===== src/hw/rtl/gmd_pkg.sv =====
// Shared types, defaults and the record hash of the glyph metric deduplicator.
`default_nettype none

package gmd_pkg;

  localparam int unsigned MaxUniqueDef   = 4096;
  localparam int unsigned HashBucketsDef = 1024;
  localparam int unsigned FieldW         = 16;

  typedef enum logic [2:0] {
    ST_BOOT_CLR,
    ST_IDLE,
    ST_SET_CLR,
    ST_HASH,
    ST_LOOKUP,
    ST_COMPARE
  } gmd_state_e;

  typedef enum logic [1:0] {
    RES_MATCH,
    RES_NEW,
    RES_FULL
  } gmd_res_e;

  // Commands from the controller to the datapath.
  typedef struct packed {
    logic     capture;    // latch the request fields
    logic     count_clr;  // empty the set
    logic     clr_step;   // invalidate one bucket head
    logic     hash_en;    // register bucket and read its head
    logic     rd_head;    // read the entry the bucket head points at
    logic     rd_next;    // read the entry the chain link points at
    logic     finish;     // load the result, store on a new record
    gmd_res_e res;
  } gmd_cmd_t;

  // Status from the datapath to the controller.
  typedef struct packed {
    logic clr_last;
    logic head_valid;
    logic rec_match;
    logic next_valid;
    logic full;
  } gmd_sts_t;

  // Shift-and-add mix over sign-extended fields, sums mod 2^32.
  function automatic logic [31:0] hash_mix(
    input logic [FieldW-1:0] lb,
    input logic [FieldW-1:0] rb,
    input logic [FieldW-1:0] wd,
    input logic [FieldW-1:0] asc,
    input logic [FieldW-1:0] dsc,
    input logic [FieldW-1:0] attr
  );
    logic [31:0] lb32, rb32, wd32, as32, ds32, lb_asr, rb_asr, h;
    lb32   = {{16{lb[15]}}, lb};
    rb32   = {{16{rb[15]}}, rb};
    wd32   = {{16{wd[15]}}, wd};
    as32   = {{16{asc[15]}}, asc};
    ds32   = {{16{dsc[15]}}, dsc};
    lb_asr = {{5{lb32[31]}}, lb32[31:5]};
    rb_asr = {{9{rb32[31]}}, rb32[31:9]};
    h = (lb32 << 27) + lb_asr + (rb32 << 23) + rb_asr + (wd32 << 16)
      + (as32 << 11) + (ds32 << 6);
    return h ^ {16'b0, attr};
  endfunction

endpackage

`default_nettype wire


===== src/hw/rtl/gmd_ctrl.sv =====
// Controller state machine: request intake, head clearing, chain walk, result hand-off.
`default_nettype none

module gmd_ctrl (
  input  wire logic              clk_i,
  input  wire logic              rst_ni,
  input  wire logic              in_valid_i,
  output logic                   in_ready_o,
  input  wire logic              start_new_set_i,
  output logic                   out_valid_o,
  input  wire logic              out_ready_i,
  output gmd_pkg::gmd_cmd_t      cmd_o,
  input  wire gmd_pkg::gmd_sts_t sts_i
);
  import gmd_pkg::*;

  gmd_state_e state_q, state_d;
  logic       out_valid_q, out_valid_d;
  logic       out_free;

  assign out_free    = !out_valid_q || out_ready_i;
  assign out_valid_o = out_valid_q;

  always_ff @(posedge clk_i or negedge rst_ni) begin
    if (!rst_ni) begin
      state_q     <= ST_BOOT_CLR;
      out_valid_q <= 1'b0;
    end else begin
      state_q     <= state_d;
      out_valid_q <= out_valid_d;
    end
  end

  always_comb begin
    state_d    = state_q;
    cmd_o      = '0;
    cmd_o.res  = RES_MATCH;
    in_ready_o = 1'b0;
    case (state_q)
      ST_BOOT_CLR: begin
        cmd_o.clr_step = 1'b1;
        if (sts_i.clr_last) state_d = ST_IDLE;
      end
      ST_IDLE: begin
        in_ready_o = 1'b1;
        if (in_valid_i) begin
          cmd_o.capture = 1'b1;
          if (start_new_set_i) begin
            cmd_o.count_clr = 1'b1;
            state_d         = ST_SET_CLR;
          end else begin
            state_d = ST_HASH;
          end
        end
      end
      ST_SET_CLR: begin
        cmd_o.clr_step = 1'b1;
        if (sts_i.clr_last) state_d = ST_HASH;
      end
      ST_HASH: begin
        cmd_o.hash_en = 1'b1;
        state_d       = ST_LOOKUP;
      end
      ST_LOOKUP: begin
        if (sts_i.head_valid) begin
          cmd_o.rd_head = 1'b1;
          state_d       = ST_COMPARE;
        end else if (out_free) begin
          cmd_o.finish = 1'b1;
          cmd_o.res    = sts_i.full ? RES_FULL : RES_NEW;
          state_d      = ST_IDLE;
        end
      end
      ST_COMPARE: begin
        if (sts_i.rec_match) begin
          if (out_free) begin
            cmd_o.finish = 1'b1;
            cmd_o.res    = RES_MATCH;
            state_d      = ST_IDLE;
          end
        end else if (sts_i.next_valid) begin
          cmd_o.rd_next = 1'b1;
        end else if (out_free) begin
          cmd_o.finish = 1'b1;
          cmd_o.res    = sts_i.full ? RES_FULL : RES_NEW;
          state_d      = ST_IDLE;
        end
      end
      default: begin
        state_d = ST_IDLE;
      end
    endcase
  end

  always_comb begin
    out_valid_d = out_valid_q;
    if (cmd_o.finish) begin
      out_valid_d = 1'b1;
    end else if (out_ready_i) begin
      out_valid_d = 1'b0;
    end
  end

endmodule

`default_nettype wire


===== config.mk =====
export PLATFORM = sky130hd
export DESIGN_NAME = gmd_ctrl
export DESIGN_NICKNAME = d
export VERILOG_FILES = /design/src/hw/rtl/gmd_pkg.sv /design/src/hw/rtl/gmd_ctrl.sv
export SDC_FILE = /design/constraint.sdc
export NUM_CORES = 1
export LEC_CHECK = 0
export ABC_CLOCK_PERIOD_IN_PS = 4000
export BUFFER_PORTS_ARGS = -buffer_cell sky130_fd_sc_hd__buf_2
export CORE_AREA = 4 4 41 43
export CTS_CLUSTER_SIZE = 14
export DETAILED_ROUTE_END_ITERATION = 12
export DIE_AREA = 0 0 45 47
export PLACE_DENSITY_LB_ADDON = 0.3
export SETUP_SLACK_MARGIN = 0.3
export SYNTH_ARGS = -nofsm -noshare
export SYNTH_HDL_FRONTEND = slang
export SYNTH_SLANG_ARGS = --single-unit

===== constraint.sdc =====
create_clock -name clk_i -period 4 [get_ports clk_i]
set_input_delay 0.4 -clock clk_i [delete_from_list [all_inputs] [get_ports clk_i]]
set_output_delay 0.4 -clock clk_i [all_outputs]
set_load 0.02 [all_outputs]

# Word-level counts from Yosys, hierarchy flattened
# Index checks and enable logic that the tools add are counted.
# op_classes
n_eq_ne	9
muxes	29
reduce_logical	6
# op_table
op	n
2-to-1 mux 3 bit	12
case mux 3 bit (6 select lines)	1
2-to-1 mux 1 bit	12
equality test 3 x 2 -> 1 bit (second input constant)	2
equality test 3 bit (second input constant)	2
2-to-1 mux 2 bit	3
!= test 2 bit (second input constant)	3
case mux 3 bit (2 select lines)	1
AND reduction 4 bit	1
equality test 3 x 1 -> 1 bit (second input constant)	1
zero test 3 bit	1
!= test 3 bit (second input constant)	1
nonzero test 2 bit	1
OR reduction 2 bit	1
zero test 1 bit	1
logical OR 1 bit	1
# totals
reg_bits	4
output_inout_bits	11
elab_cells	46

# Logic depth before layout (Yosys ltp)
# depth
ltp_word	7
mapped_depth	7
mapped_depth_nobuf	6

# Least setup slack after synthesis
# Ideal clock, no wire load.
# synth_timing
kind	reg2out
from	register out_valid_q, in the netlist out_valid_o
to	output port cmd_o[0] (netlist name)
t_arrival_ns	1.304
slack_ns	2.296
path_stages_with_launch	5
path_buffers	0
cell_sequence	dfrtp_1 -> and2b_4 -> nor4_2 -> o21ai_1 -> nor2_1
# synth_rtl
element	line_no	rtl
start, declared	gmd_ctrl.sv:18	logic out_valid_q, out_valid_d;
start signal, assigned	gmd_ctrl.sv:30	out_valid_q <= out_valid_d;
end, declared	gmd_ctrl.sv:12	output gmd_pkg::gmd_cmd_t cmd_o,

==> summary.txt <==
cells after synthesis -> 59
largest net degree at the start of global routing -> 16
Die Area -> 2120 sq um
Slew HR -> 70.4%
CTS tree -> built
first-pass GRT wire length -> 1810 microns
WL final -> 1080 microns
share of cells above drive strength 1 -> 40.5%
buffers added on ports -> 20
initial core utilization -> 36.9%
Antenna Nets Post-Route -> 0
DIE HEIGHT -> 47 microns
Inst Count DP -> 90
RSZ-0062 raised after global routing -> no
htree depth -> 1
VDD IR max -> 0.248 mV
WS Path Type -> reg2out
net count after synthesis -> 70
max_cap viols -> 0
design area -> 594 sq um
drt pass-1 iters -> 3
Synth warnings -> 0
GR Overflow Total -> 0
Slew Viols, Final -> 0
clk_skew -> 0.00250 ns
Internal -> 0.186 mW
worst hold slack -> 0.474 ns
DR iter-0 viols -> 10
Final Instance Count excl. Fillers -> 94
Via density -> 5.14
Syn Std Cell Area -> 480 sq um
initial antenna violation count -> 0
die width -> 45 microns
Post-CTS Resized -> 0
detailed-route via count -> 483
overall routing resource usage -> 11.7%
Bufs on Longest Clock Path -> 2
Critical Path Fanout Max -> 15
Final GP Congestion -> 0.744
fmax -> 0.495 GHz
Clock transition at path regs -> 0.03 ns
Inserted Clock Buffers -> 3
drt wl/cell -> 11.5 microns
row count -> 13
clock power share -> 13.3%
DP HPWL -> 896 microns
Synth area leader -> dfrtp_1
clock period minus worst slack -> 2.02 ns
Worst Setup End Kind -> output port
nets -> 92
Synth area leaders -> dfrtp_1, nand2b_1, nor2_1, nor4_2, buf_6
post-route worst setup slack -> 1.98 ns
Root Buffer -> clkbuf_4
Final period util -> 50.6%
Hold-fix buffers, CTS -> 1
DRC -> 0
Avg Cell Area, Syn -> 8.14 sq um
DP Worst Slack -> 2.21 ns
diodes inserted -> 0
critical path launch point type -> flip-flop
Net Switching -> 0.167 mW
Seq cells post-synth -> 4
proportion of netlist area held by the largest area contributor -> 20.8%
status -> completed
number of setup buffers added after CTS -> 0
total power -> 0.354 mW
PwrDens -> 595 nW/um^2
clk sink count -> 4
Core Area -> 1300 sq um
sequential share of power -> 26.2%
HP Class -> in2reg
Placed Instance Area -> 562 sq um
Leak -> 0.299 nW
Critical Path AT -> 1.62 ns
num ports -> 21
Worst Path Required -> 3.60 ns
Clock Latency Late Sink -> 0.23 ns
register area share after synthesis -> 20.8%
Finish-stage setup viols -> 0
Sw Ratio -> 47.3%
setup total negative slack -> 0 ns
vias in the first global route -> 447
combinational fraction of design power -> 60.5%
final hold vios -> 0
final core occ -> 45.7%
synth unique cells -> 32
Worst-Margin Slew -> 0.444 ns
Layout area overhead -> 23.7%
final cells by class:
| type | instances | area [sq um] |
|---|---|---|
| flip-flops and latches | 4 | 100 |
| well taps | 15 | 18.8 |
| inverters | 3 | 11.3 |
| clock buffers | 3 | 22.5 |
| multi-input cells | 48 | 332 |
| repair buffers | 21 | 110 |
| fillers | 136 | 707 |
path summary, 6_finish.rpt:
kind | slack, ns | cells after the start | to | startpoint
worst max-delay path | 1.98 | 5 | cmd_o[1] | state_q[2]
worst min-delay path | 0.47 | 3 | state_q[0] | sts_i[4]
worst max register to register | 2.22 | 6 | state_q[2] | state_q[1]
worst min register to register | 0.70 | 2 | out_valid_o | out_valid_o
max in group asynchronous | 3.38 | 2 | state_q[0] | rst_ni
min in group asynchronous | 0.51 | 2 | state_q[1] | rst_ni
kinds of logic (layout without fill, tap and decap cells):
kind of cell	after synthesis	in the layout	share of synthesized area (%)
buf+inv	7	27	10.2
fa+ha+maj	1	1	2.60
flops	4	4	20.8
compound gates	18	18	26.8
simple gates	29	29	39.6
worst max-delay path: stages, from the launching register on:
cell and delay, ns:
dfrtp_1 0.60, nand2b_1 0.20, nor4_2 0.21, o21ai_1 0.12, nor2_1 0.09, buf_2 0.17
layer usage:
layer | global-route usage, % | part of all wire [%]
met1 | 14.4 | 46
met2 | 20.3 | 48
met3 | 2.68 | 6.1
met4 | 3.51 | 0
met5 | 0 | 0
placed cells by master (no fill, tap or decap), types with 2 or more instances in the layout:
cell type  instances
o21ai_0            2
o211ai_1           2
o21ai_1            3
a21oi_1            3
nand2b_1           6
nor2_1             7
inv_1              3
dfrtp_1            4
clkbuf_4           3
buf_2             20
and3_1             3
nor4_2             2
power groups by stage:
stage,clock network [mW],logic [mW],registers (mW)
2_1_floorplan,0,0.210,0.0643
3_3_place_gp,0,0.214,0.0941
3_5_place_dp,0,0.216,0.0935
4_1_cts,0.0481,0.217,0.0932
5_1_grt,0.0503,0.239,0.0985
6_report,0.0471,0.214,0.0927
registers in the layout (all words and copies together), names as in the netlist:
signal / count
state_q: 3
out_valid_o: 1
synth_stat cells:
cell      count
nor2b_2       1
o21a_1        1
nor2b_1       1
o211ai_1      2
nor2_1        7
buf_6         2
nor4_2        2
o21ai_2       1
o21ai_1       3
nand2b_1      6
o22a_1        1
nor3b_1       1
and3_1        3
nor3_2        1
ha_1          1
nor3_1        1
or2_1         1
dfrtp_1       4
and2_1        1
o21ba_2       1
a211oi_1      1
and2b_4       1
buf_4         2
nand2_1       1
o221a_1       1
o21ai_0       2
nand3b_2      1
a21oi_1       3
and2b_1       1
inv_1         3
a22oi_2       1
a21o_1        1
(Power assumes the default switching activity.)
